## src/sv/utcs_pkg.sv

```systemverilog
package utcs_pkg;

  // commands from the controller to the datapath
  typedef struct packed {
    logic load;    // take the accepted byte into the character buffer
    logic step;    // one emission or drop for the front character
    logic finish;  // close the step: release held byte, end marker, clear on last
  } utcs_cmd_t;

  // status from the datapath to the controller
  typedef struct packed {
    logic more;     // the buffer still holds a character to resolve
    logic step_ok;  // the pending step can go ahead this cycle
    logic fin_ok;   // the closing action can go ahead this cycle
  } utcs_stat_t;

endpackage

```

## src/sv/utf8_text_clean_cjk_spacer_unit.sv

```systemverilog
// One input byte per request; the byte is loaded, then each step emits one byte or drops
// a character, and a closing action ends the request; receiver stalls can hold a step.
// Throughput is set by the single emission sequencer: at most one result byte per cycle.
// in_ready is registered and is high only while idle, so a new request waits for the close;
// each byte is held until the next one or the close of its step, so out_last marks the last.
// Reset (rst_n, synchronous, active low) empties the buffer and output, sets both modes to 1.
module utf8_text_clean_cjk_spacer_unit
  import utcs_pkg::*;
(
  input  logic       clk,
  input  logic       rst_n,
  input  logic       cfg_we,
  input  logic       cfg_index,
  input  logic       cfg_data,
  input  logic       in_valid,
  output logic       in_ready,
  input  logic [7:0] in_byte,
  input  logic       in_last,
  output logic       out_valid,
  input  logic       out_ready,
  output logic [7:0] out_byte,
  output logic       out_byte_present,
  output logic       out_last
);

  utcs_cmd_t  cmd;
  utcs_stat_t stat;

  // sequencing
  utcs_ctrl u_ctrl (
    .clk      (clk),
    .rst_n    (rst_n),
    .in_valid (in_valid),
    .in_ready (in_ready),
    .stat     (stat),
    .cmd      (cmd)
  );

  // buffer, decode and output
  utcs_dp u_dp (
    .clk              (clk),
    .rst_n            (rst_n),
    .cfg_we           (cfg_we),
    .cfg_index        (cfg_index),
    .cfg_data         (cfg_data),
    .in_byte          (in_byte),
    .in_last          (in_last),
    .cmd              (cmd),
    .stat             (stat),
    .out_valid        (out_valid),
    .out_ready        (out_ready),
    .out_byte         (out_byte),
    .out_byte_present (out_byte_present),
    .out_last         (out_last)
  );

endmodule

```

## src/sv/utcs_ctrl.sv

```systemverilog
module utcs_ctrl
  import utcs_pkg::*;
(
  input  logic       clk,
  input  logic       rst_n,
  input  logic       in_valid,
  output logic       in_ready,
  input  utcs_stat_t stat,
  output utcs_cmd_t  cmd
);

  typedef enum logic {
    ST_IDLE,
    ST_PROC
  } state_t;

  state_t state_r, state_nxt;
  logic   in_ready_r, in_ready_nxt;

  // command decode
  always_comb begin
    cmd.load   = (state_r == ST_IDLE) && in_ready_r && in_valid;
    cmd.step   = (state_r == ST_PROC) && stat.more && stat.step_ok;
    cmd.finish = (state_r == ST_PROC) && !stat.more && stat.fin_ok;
  end

  // next state
  always_comb begin
    state_nxt = state_r;
    case (state_r)
      ST_IDLE: begin
        if (cmd.load) state_nxt = ST_PROC;
      end
      ST_PROC: begin
        if (cmd.finish) state_nxt = ST_IDLE;
      end
      default: state_nxt = ST_IDLE;
    endcase
    in_ready_nxt = (state_nxt == ST_IDLE);
  end

  // state and registered ready
  always_ff @(posedge clk) begin
    if (!rst_n) begin
      state_r    <= ST_IDLE;
      in_ready_r <= 1'b1;
    end else begin
      state_r    <= state_nxt;
      in_ready_r <= in_ready_nxt;
    end
  end

  assign in_ready = in_ready_r;

endmodule

```

## src/sv/utcs_dp.sv

```systemverilog
module utcs_dp
  import utcs_pkg::*;
(
  input  logic       clk,
  input  logic       rst_n,
  input  logic       cfg_we,
  input  logic       cfg_index,
  input  logic       cfg_data,
  input  logic [7:0] in_byte,
  input  logic       in_last,
  input  utcs_cmd_t  cmd,
  output utcs_stat_t stat,
  output logic       out_valid,
  input  logic       out_ready,
  output logic [7:0] out_byte,
  output logic       out_byte_present,
  output logic       out_last
);

  localparam logic REG_CLEAN = 1'b0;
  localparam logic REG_CJK   = 1'b1;

  localparam logic [7:0] SPACE = 8'h20;

  // config
  logic clean_r, cjk_r;

  // character buffer and sequencing
  logic [7:0] cbuf_r [4];
  logic [7:0] cbuf_nxt [4];
  logic [7:0] cbuf_shift [4];
  logic [2:0] fill_r, fill_nxt;
  logic [2:0] idx_r, idx_nxt;
  logic       last_r, last_nxt;

  // byte held back until the next one or the end of the step is known
  logic [7:0] pend_r, pend_nxt;
  logic       pend_vld_r, pend_vld_nxt;

  // output register
  logic       out_valid_r, out_valid_nxt;
  logic [7:0] out_byte_r, out_byte_nxt;
  logic       out_present_r, out_present_nxt;
  logic       out_last_r, out_last_nxt;

  // front character decode
  logic [7:0]  b0, b1, b2, b3;
  logic [2:0]  exp_len;
  logic [20:0] cp;
  logic        dec_ok;
  logic        raw_mode;
  logic        is_ctrl, is_ws, is_cjk;
  logic [2:0]  n_emit;
  logic [2:0]  drop_n;
  logic [7:0]  emit_byte;
  logic [2:0]  cjk_sel;
  logic        out_free;

  function automatic logic is_cont(input logic [7:0] x);
    return x[7:6] == 2'b10;
  endfunction

  assign b0 = cbuf_r[0];
  assign b1 = cbuf_r[1];
  assign b2 = cbuf_r[2];
  assign b3 = cbuf_r[3];
  assign raw_mode = !clean_r && !cjk_r;

  // lead length and strict decode
  always_comb begin
    if (!b0[7])                    exp_len = 3'd1;
    else if (b0[7:5] == 3'b110)    exp_len = 3'd2;
    else if (b0[7:4] == 4'b1110)   exp_len = 3'd3;
    else if (b0[7:3] == 5'b11110)  exp_len = 3'd4;
    else                           exp_len = 3'd1;

    cp     = {13'd0, b0};
    dec_ok = 1'b0;
    case (exp_len)
      3'd1: begin
        cp     = {13'd0, b0};
        dec_ok = !b0[7];
      end
      3'd2: begin
        cp     = {10'd0, b0[4:0], b1[5:0]};
        dec_ok = (b0 >= 8'hC2) && is_cont(b1);
      end
      3'd3: begin
        cp     = {5'd0, b0[3:0], b1[5:0], b2[5:0]};
        dec_ok = is_cont(b1) && is_cont(b2)
                 && !(b0 == 8'hE0 && b1 < 8'hA0)
                 && !(b0 == 8'hED && b1 > 8'h9F);
      end
      3'd4: begin
        cp     = {b0[2:0], b1[5:0], b2[5:0], b3[5:0]};
        dec_ok = (b0 <= 8'hF4) && is_cont(b1) && is_cont(b2) && is_cont(b3)
                 && !(b0 == 8'hF0 && b1 < 8'h90)
                 && !(b0 == 8'hF4 && b1 > 8'h8F);
      end
      default: begin
        cp     = {13'd0, b0};
        dec_ok = 1'b0;
      end
    endcase
  end

  // character classes
  always_comb begin
    is_ws   = clean_r && (cp == 21'h09 || cp == 21'h0A || cp == 21'h0D);
    is_ctrl = clean_r && ((cp < 21'h20 && !(cp == 21'h09 || cp == 21'h0A || cp == 21'h0D))
                          || cp == 21'h7F
                          || (cp >= 21'h80 && cp <= 21'h9F));
    is_cjk  = cjk_r && ((cp >= 21'h04E00 && cp <= 21'h09FFF)
                        || (cp >= 21'h03400 && cp <= 21'h04DBF)
                        || (cp >= 21'h20000 && cp <= 21'h2A6DF)
                        || (cp >= 21'h2A700 && cp <= 21'h2EBEF)
                        || (cp >= 21'h0F900 && cp <= 21'h0FAFF)
                        || (cp >= 21'h2F800 && cp <= 21'h2FA1F));
  end

  // emission plan for the front character
  always_comb begin
    cjk_sel   = idx_r - 3'd1;
    n_emit    = 3'd0;
    drop_n    = 3'd1;
    emit_byte = b0;
    if (raw_mode || !dec_ok) begin
      n_emit    = (raw_mode || !clean_r) ? 3'd1 : 3'd0;
      drop_n    = 3'd1;
      emit_byte = b0;
    end else if (is_ctrl) begin
      n_emit = 3'd0;
      drop_n = exp_len;
    end else if (is_ws) begin
      n_emit    = 3'd1;
      drop_n    = exp_len;
      emit_byte = SPACE;
    end else if (is_cjk) begin
      n_emit = exp_len + 3'd2;
      drop_n = exp_len;
      if (idx_r == 3'd0 || idx_r == exp_len + 3'd1) emit_byte = SPACE;
      else emit_byte = cbuf_r[cjk_sel[1:0]];
    end else begin
      n_emit    = exp_len;
      drop_n    = exp_len;
      emit_byte = cbuf_r[idx_r[1:0]];
    end
  end

  // buffer after dropping the front character
  always_comb begin
    cbuf_shift = cbuf_r;
    case (drop_n)
      3'd1: begin
        cbuf_shift[0] = cbuf_r[1];
        cbuf_shift[1] = cbuf_r[2];
        cbuf_shift[2] = cbuf_r[3];
      end
      3'd2: begin
        cbuf_shift[0] = cbuf_r[2];
        cbuf_shift[1] = cbuf_r[3];
      end
      3'd3: begin
        cbuf_shift[0] = cbuf_r[3];
      end
      default: cbuf_shift = cbuf_r;
    endcase
  end

  // status
  assign out_free = !out_valid_r || out_ready;
  always_comb begin
    stat.more    = (fill_r != 3'd0) && (raw_mode || fill_r >= exp_len);
    stat.step_ok = (n_emit == 3'd0) || !pend_vld_r || out_free;
    stat.fin_ok  = !(pend_vld_r || last_r) || out_free;
  end

  // next values
  always_comb begin
    cbuf_nxt        = cbuf_r;
    fill_nxt        = fill_r;
    idx_nxt         = idx_r;
    last_nxt        = last_r;
    pend_nxt        = pend_r;
    pend_vld_nxt    = pend_vld_r;
    out_valid_nxt   = out_valid_r && !out_ready;
    out_byte_nxt    = out_byte_r;
    out_present_nxt = out_present_r;
    out_last_nxt    = out_last_r;

    // take the accepted byte
    if (cmd.load) begin
      cbuf_nxt[fill_r[1:0]] = in_byte;
      fill_nxt              = fill_r + 3'd1;
      last_nxt              = in_last;
      idx_nxt               = 3'd0;
    end

    // one emission or drop
    if (cmd.step) begin
      if (n_emit != 3'd0) begin
        if (pend_vld_r) begin
          out_valid_nxt   = 1'b1;
          out_byte_nxt    = pend_r;
          out_present_nxt = 1'b1;
          out_last_nxt    = 1'b0;
        end
        pend_nxt     = emit_byte;
        pend_vld_nxt = 1'b1;
      end
      if (n_emit == 3'd0 || idx_r == n_emit - 3'd1) begin
        cbuf_nxt = cbuf_shift;
        fill_nxt = fill_r - drop_n;
        idx_nxt  = 3'd0;
      end else begin
        idx_nxt = idx_r + 3'd1;
      end
    end

    // close the step
    if (cmd.finish) begin
      if (pend_vld_r) begin
        out_valid_nxt   = 1'b1;
        out_byte_nxt    = pend_r;
        out_present_nxt = 1'b1;
        out_last_nxt    = last_r;
        pend_vld_nxt    = 1'b0;
      end else if (last_r) begin
        out_valid_nxt   = 1'b1;
        out_byte_nxt    = 8'd0;
        out_present_nxt = 1'b0;
        out_last_nxt    = 1'b1;
      end
      if (last_r) fill_nxt = 3'd0;
    end
  end

  // control registers
  always_ff @(posedge clk) begin
    if (!rst_n) begin
      clean_r     <= 1'b1;
      cjk_r       <= 1'b1;
      fill_r      <= 3'd0;
      idx_r       <= 3'd0;
      last_r      <= 1'b0;
      pend_vld_r  <= 1'b0;
      out_valid_r <= 1'b0;
    end else begin
      if (cfg_we) begin
        case (cfg_index)
          REG_CLEAN: clean_r <= cfg_data;
          REG_CJK:   cjk_r   <= cfg_data;
          default:   ;
        endcase
      end
      fill_r      <= fill_nxt;
      idx_r       <= idx_nxt;
      last_r      <= last_nxt;
      pend_vld_r  <= pend_vld_nxt;
      out_valid_r <= out_valid_nxt;
    end
  end

  // payload registers
  always_ff @(posedge clk) begin
    cbuf_r        <= cbuf_nxt;
    pend_r        <= pend_nxt;
    out_byte_r    <= out_byte_nxt;
    out_present_r <= out_present_nxt;
    out_last_r    <= out_last_nxt;
  end

  assign out_valid        = out_valid_r;
  assign out_byte         = out_byte_r;
  assign out_byte_present = out_present_r;
  assign out_last         = out_last_r;

endmodule

```

## config.mk

```make
export PLATFORM = sky130hd
export DESIGN_NAME = utf8_text_clean_cjk_spacer_unit
export DESIGN_NICKNAME = d
export VERILOG_FILES = /design/src/sv/utcs_pkg.sv /design/src/sv/utf8_text_clean_cjk_spacer_unit.sv /design/src/sv/utcs_ctrl.sv /design/src/sv/utcs_dp.sv
export SDC_FILE = /design/constraint.sdc
export NUM_CORES = 1
export LEC_CHECK = 0
export BUFFER_PORTS_ARGS = -buffer_cell sky130_fd_sc_hd__buf_2
export CORE_MARGIN = 2
export CORE_UTILIZATION = 55
export DETAILED_ROUTE_END_ITERATION = 6
export GPL_ROUTABILITY_DRIVEN = 1
export GPL_TIMING_DRIVEN = 0
export MAX_ROUTING_LAYER = met4
export PLACE_DENSITY = 0.76
export SYNTH_ARGS = -nofsm -noshare
export SYNTH_HDL_FRONTEND = slang
export SYNTH_SLANG_ARGS = --single-unit
```

## constraint.sdc

```tcl
create_clock -name clk -period 6.73 [get_ports clk]
set_input_delay 0 -clock clk [delete_from_list [all_inputs] [get_ports clk]]
set_output_delay 0 -clock clk [all_outputs]
set_load 0.01 [all_outputs]
```

==> results.txt, run 1 <==
Post-DP Area: 6050 um2
Critical Path Source Type: flop
Leading area contributor after synthesis: edfxtp_1
Yosys cell types: 79
Vias per cell: 7.02
Area occupied by registers: 1660 um2
Crit path top cell by count: ha_1
Footprint of the multi-input gates: 3880 um2
Htree depth: 3
Final setup fails: 0
Placement Setup Slack: -1.33 ns
Core Box Area: 10200 um2
CTS Buf Count: 9
First-pass GRT wire length: 30900 um
Final WL: 19700 um
CTS max path bufs: 2
Syn Nets: 701
Global Route Usage Sum: 36.1%
WP data arrival: 6.64 ns
Top cell type's share of synthesized area: 20.9%
Max-Cap Viols: 0
Drt wl/cell: 22.7 um
Num rows: 37
Die X-Extent: 106 um
Vias in the first global route: 5679
Lkg Pwr: 2.54 nW
Post-DP HPWL: 14200 um
Largest net degree at the start of global routing: 14
Skew final: 0.0112 ns
DIE AREA: 11300 um2
Share of cells above drive strength 1: 17.9%
Filler cells: 876
Mapped Area: 5750 um2
Worst-skew pair later-pin latency: 0.35 ns
Slowest-stage cell, CP: or4b_1
Design Area, Final: 6600 um2
Fmax: 155 MHz
Worst setup margin: 0.274 ns
Period utilization: 95.9%
Initial cell density of the core: 56.2%
Status: finished clean
Commonest register cell after synthesis: edfxtp_1
WS Path Type: flop to flop
Synth top area cells: edfxtp_1, mux2i_1, dfxtp_1
Number of synthesized flops with an enable pin: 40
Antenna diodes: 0
Seq/Total Area, Yosys: 28.9%
Pre-antenna DRT Iters: 6
Power per Cell Area: 478 nW/um2
Max Slew Vio Count: 0
Fraction of registers with async set/reset: 0%
Final ANT Viol Nets: 0
Final Hold Vio Count: 0
Setup TNS: 0 ns
Tot Pwr: 3.16 mW
Hold Crit Class: input port to flop
Clock transition at the registers of the reported paths: 0.08 ns
Tmin final: 6.46 ns
Avg Inst Size Synth: 8.60 um2
Root buf cell: clkbuf_8
Yosys Warn Count: 0
Max FO, Critical Path: 12
Worst-margin pin slew: 1.05 ns
Required @ worst endpoint: 6.92 ns
Grt ovf: 0
Fin nets: 759
Area Overhead vs Synth: 14.8%
IO Port Bufs: 27
Max rail drop VDD: 240 uV
Top cells by count, synth: nand2_1, mux2i_1, o21ai_0
Synth Register Bits: 63
Boundary pin count: 28
Die H: 106 um
Count leader, synth: nand2_1
Vias: 6087
Clock sink total: 63
Relative slew slack: 29.7%
TritonCTS clock tree: done
Initial drt markers: 763
Initial antenna violation count: 0
Worst setup EP type: flop
GPL Wtd Cong: 0.981
Cells after Synth: 668
Max stage delay on crit path: 0.52 ns
DRC viols: 0
cell usage in the layout (no fill, tap or decap), drive strengths merged, types with 4 or more instances in the layout:
cell type    synthesis  layout
nand2               86      86
buf                 22      62
o21ai               54      54
mux2i               51      51
clkbuf              29      45
edfxtp              40      40
a21oi               34      34
nor2                34      34
nand3               29      29
inv                 27      28
nor3                24      24
dfxtp               23      23
mux4                16      16
ha                  16      16
o211ai              13      13
a21o                10      10
a22oi               10      10
and4                10      10
nand2b               8       8
nand4                8       8
a22o                 8       8
nor4                 7       7
and2                 6       6
nand4b               5       5
o21a                 5       5
dlygate4sd3          0       5
o22ai                5       5
o211a                5       5
a31oi                4       4
xnor2                4       4
nor2b                4       4
o221ai               4       4
or3                  4       4
o41ai                4       4
a21boi               4       4
a2111oi              4       4
worst paths after layout:
| kind | depth (start not counted) | start | slack [ns] | to |
|---|---|---|---|---|
| min | 3 | rst_n | 0.009 | u_dp.fill_r[1] |
| min reg2reg | 1 | u_dp.out_byte_present | 0.45 | u_dp.out_byte_present |
| max | 28 | u_dp.b0[6] | 0.27 | u_dp.b1[5] |
| max reg2reg | 28 | u_dp.b0[6] | 0.27 | u_dp.b1[5] |
power breakdown:
group | leakage (nW) | switching, mW | total, mW | internal, mW
clock | 0.102 | 0.164 | 0.341 | 0.177
combinational | 1.82 | 1.33 | 2.07 | 0.738
sequential | 0.619 | 0.158 | 0.748 | 0.590
total | 2.54 | 1.65 | 3.16 | 1.50
cell type report:
type                       instances  area share, %
sequential                        63           25.2
inverter                          28           1.61
clock buffer                      14           2.79
timing repair buffer              47           4.51
tap                              136           2.58
clock inverter                     2          0.171
buffer                            51           4.27
multi-input combinational        526           58.9
layer usage:
metal	vias up	global-route usage (%)	wire length, um	share of wire [%]
li1	2658	-	-	-
met1	2867	46.6	7720	39
met2	454	55.2	8910	45
met3	108	5.33	1960	10
met4	0	19.0	1120	5.7
met5	-	-	0	0
what timing repair did:
| item | CTS | global route |
|---|---|---|
| endpoints found under the hold margin | 3 | 0 |
| setup buffers | 5 | 10 |
| setup endpoints to repair | 90 | 90 |
| gates resized for setup | 19 | 34 |
| pin swaps | 4 | 5 |
| hold buffers | 5 | 0 |
kinds of logic after synthesis:
family,count (synthesis),share of synthesized area (%)
AOI/OAI and AO/OA,189,22.6
xor gates and xnor gates,7,1.07
adders and majority gates,17,3.83
buffers and inverters,79,6.14
DFF,63,28.9
muxes,70,15.7
and+or+nand+nor,243,21.7
critical path: cells and delay by family, from the launching register on:
kind | cells | cell delay (ns)
buffers and inverters | 9 | 1.59
adders and majority gates | 4 | 0.83
AOI/OAI and AO/OA | 4 | 1.00
xor gates and xnor gates | 1 | 0.17
and+or+nand+nor | 7 | 1.48
DFF | 1 | 0.38
muxes | 3 | 0.81
sequential cells by signal, indices dropped and copies added, names as in the netlist, 3 cells and up:
| signal | count |
|---|---|
| u_dp.pend_r | 8 |
| u_dp.b1 | 8 |
| u_dp.b0 | 8 |
| u_dp.fill_r | 3 |
| u_dp.b2 | 8 |
| u_dp.idx_r | 3 |
| u_dp.b3 | 8 |
| u_dp.out_byte | 8 |
stage by stage:
| step | utilization, % | cells | hold WS (ns) |
|---|---|---|---|
| 3_3_place_gp | 59.1 | 831 | 0.229 |
| 6_report | 64.5 | 867 | 0.00864 |
| 4_1_cts | 62.7 | 857 | 0.00297 |
| 2_1_floorplan | - | 668 | 0.128 |
| 3_5_place_dp | 59.1 | 831 | 0.249 |
| 5_1_grt | 64.5 | 867 | 0.0397 |
Note: power is estimated with default switching activity, not from simulation.
==> run 2: changes to the inputs <==
- CORE_ASPECT_RATIO: not set -> 1.5
==> run 2 against run 1 <==
Cell count is 2.3% lower; largest cell class unchanged; first-iteration DRC count is 20% lower; critical path depth is 1 higher; clock power is 22% higher; combinational power hardly changed; largest power group unchanged; sequential share of layout area is 0.12 points lower; critical path type unchanged; routed wire length is 4.8% higher; sequential power hardly changed; via count is 2.0% lower.
==> results.txt, run 2 (synthesis results as in run 1) <==
Status: finished clean
WS Path Type: flop to flop
Hold Crit Class: input port to flop
Htree depth: 3
Period utilization: 97.6%
Max FO, Critical Path: 12
Fin nets: 758
Drt wl/cell: 24.4 um
Tmin final: 6.57 ns
Share of cells above drive strength 1: 17.9%
Crit path top cell by count: ha_1
Max Slew Vio Count: 0
Fmax: 152 MHz
First-pass GRT wire length: 31800 um
Relative slew slack: 26.2%
Slowest-stage cell, CP: or4b_1
DRC viols: 0
Final WL: 20700 um
Worst setup margin: 0.164 ns
Num rows: 45
Most frequent cells in the layout: nand2_1, mux2i_1, o21ai_0
Max-Cap Viols: 0
Unrepaired setup endpoints after global routing: no
Placed Cells: 812
DIE AREA: 11300 um2
Delay-heaviest family, CP: simple AND/OR/NAND/NOR gates
Core Box Area: 10100 um2
Pre-antenna DRT Iters: 7
Most common cell after layout, fill and taps aside: nand2_1
Final Hold Vio Count: 0
Filler cells: 874
Placement Setup Slack: -1.50 ns
Boundary pin count: 28
Worst-skew pair later-pin latency: 0.34 ns
Required @ worst endpoint: 6.83 ns
Worst setup EP type: flop
Tot Pwr: 3.25 mW
TritonCTS clock tree: done
Area occupied by registers: 1660 um2
Post-DP Area: 6030 um2
Die H: 129 um
Design Area, Final: 6630 um2
Largest net degree at the start of global routing: 14
GPL Wtd Cong: 0.989
Final ANT Viol Nets: 0
Initial antenna violation count: 0
Max rail drop VDD: 293 uV
Lkg Pwr: 2.56 nW
Finished Layout Cells: 847
CP Buf/Inv Count: 8
Grt ovf: 0
Clock transition at the registers of the reported paths: 0.05 ns
IO Port Bufs: 27
Die X-Extent: 87.5 um
Vias in the first global route: 5855
Vias: 5964
Area Overhead vs Synth: 15.4%
CTS Buf Count: 9
Initial drt markers: 613
Antenna diodes: 0
Skew final: 0.00557 ns
Worst-margin pin slew: 1.10 ns
Final setup fails: 0
Max stage delay on crit path: 0.50 ns
Clock sink total: 63
CTS max path bufs: 2
Root buf cell: clkbuf_16
Footprint of the multi-input gates: 3880 um2
Vias per cell: 7.04
Initial cell density of the core: 56.7%
Post-DP HPWL: 14900 um
Critical Path Source Type: flop
Power per Cell Area: 491 nW/um2
Global Route Usage Sum: 38.5%
WP data arrival: 6.66 ns
[run 2: routing by layer]
metal	global-route usage, %	share of wire [%]
met4	25.2	7.5
met2	63.5	50
met5	-	0
met3	7.07	6.3
met1	41.7	36
[run 2: per-stage QoR]
stage               utilization [%]  hold WS [ns]  setup TNS, ns
floorplan                         -         0.128              0
global placement               59.5         0.232        -110.15
detailed placement             59.5         0.249        -108.99
CTS                            64.1        0.0111              0
global route                   65.4        0.0348              0
finish                         65.4       0.00971              0
[run 2: worst paths after layout]
check / startpoint / to / slack, ns / cells after the start
worst max register to register: u_dp.b0[7] / u_dp.b2[0] / 0.16 / 29
worst min register to register: u_dp.out_byte_present / u_dp.out_byte_present / 0.45 / 1
worst max-delay path: u_dp.b0[7] / u_dp.b2[0] / 0.16 / 29
worst min-delay path: in_valid / u_ctrl.state_r / 0.01 / 3
[run 2: area by class of cell]
type                    instances  area share, %
multi-input cells             526           58.6
flip-flops and latches         63           25.1
repair buffers                 46           4.38
plain buffers                  51           4.28
clock buffers                  11           3.51
well taps                     117           2.21
inverters                      28           1.60
clock inverters                 5          0.378
[run 2: timing repair]
action                                 in CTS  in global routing
endpoints found under the hold margin       3                  0
buffers inserted                            8                  6
pin swaps                                   4                  4
setup endpoints to repair                  90                 90
gates cloned                                0                  0
resized for setup                          25                 26
hold buffers                                5                  0
[run 2: tightest hold or removal path: stages]
cell and delay, ns:
buf_2 0.10, a21oi_1 0.13, nor3b_1 0.07
[run 2: power breakdown]
| part | switching (mW) | internal [mW] | total (mW) |
|---|---|---|---|
| combinational | 1.35 | 0.741 | 2.09 |
| clock | 0.171 | 0.245 | 0.417 |
| sequential | 0.154 | 0.591 | 0.745 |
| total | 1.67 | 1.58 | 3.25 |
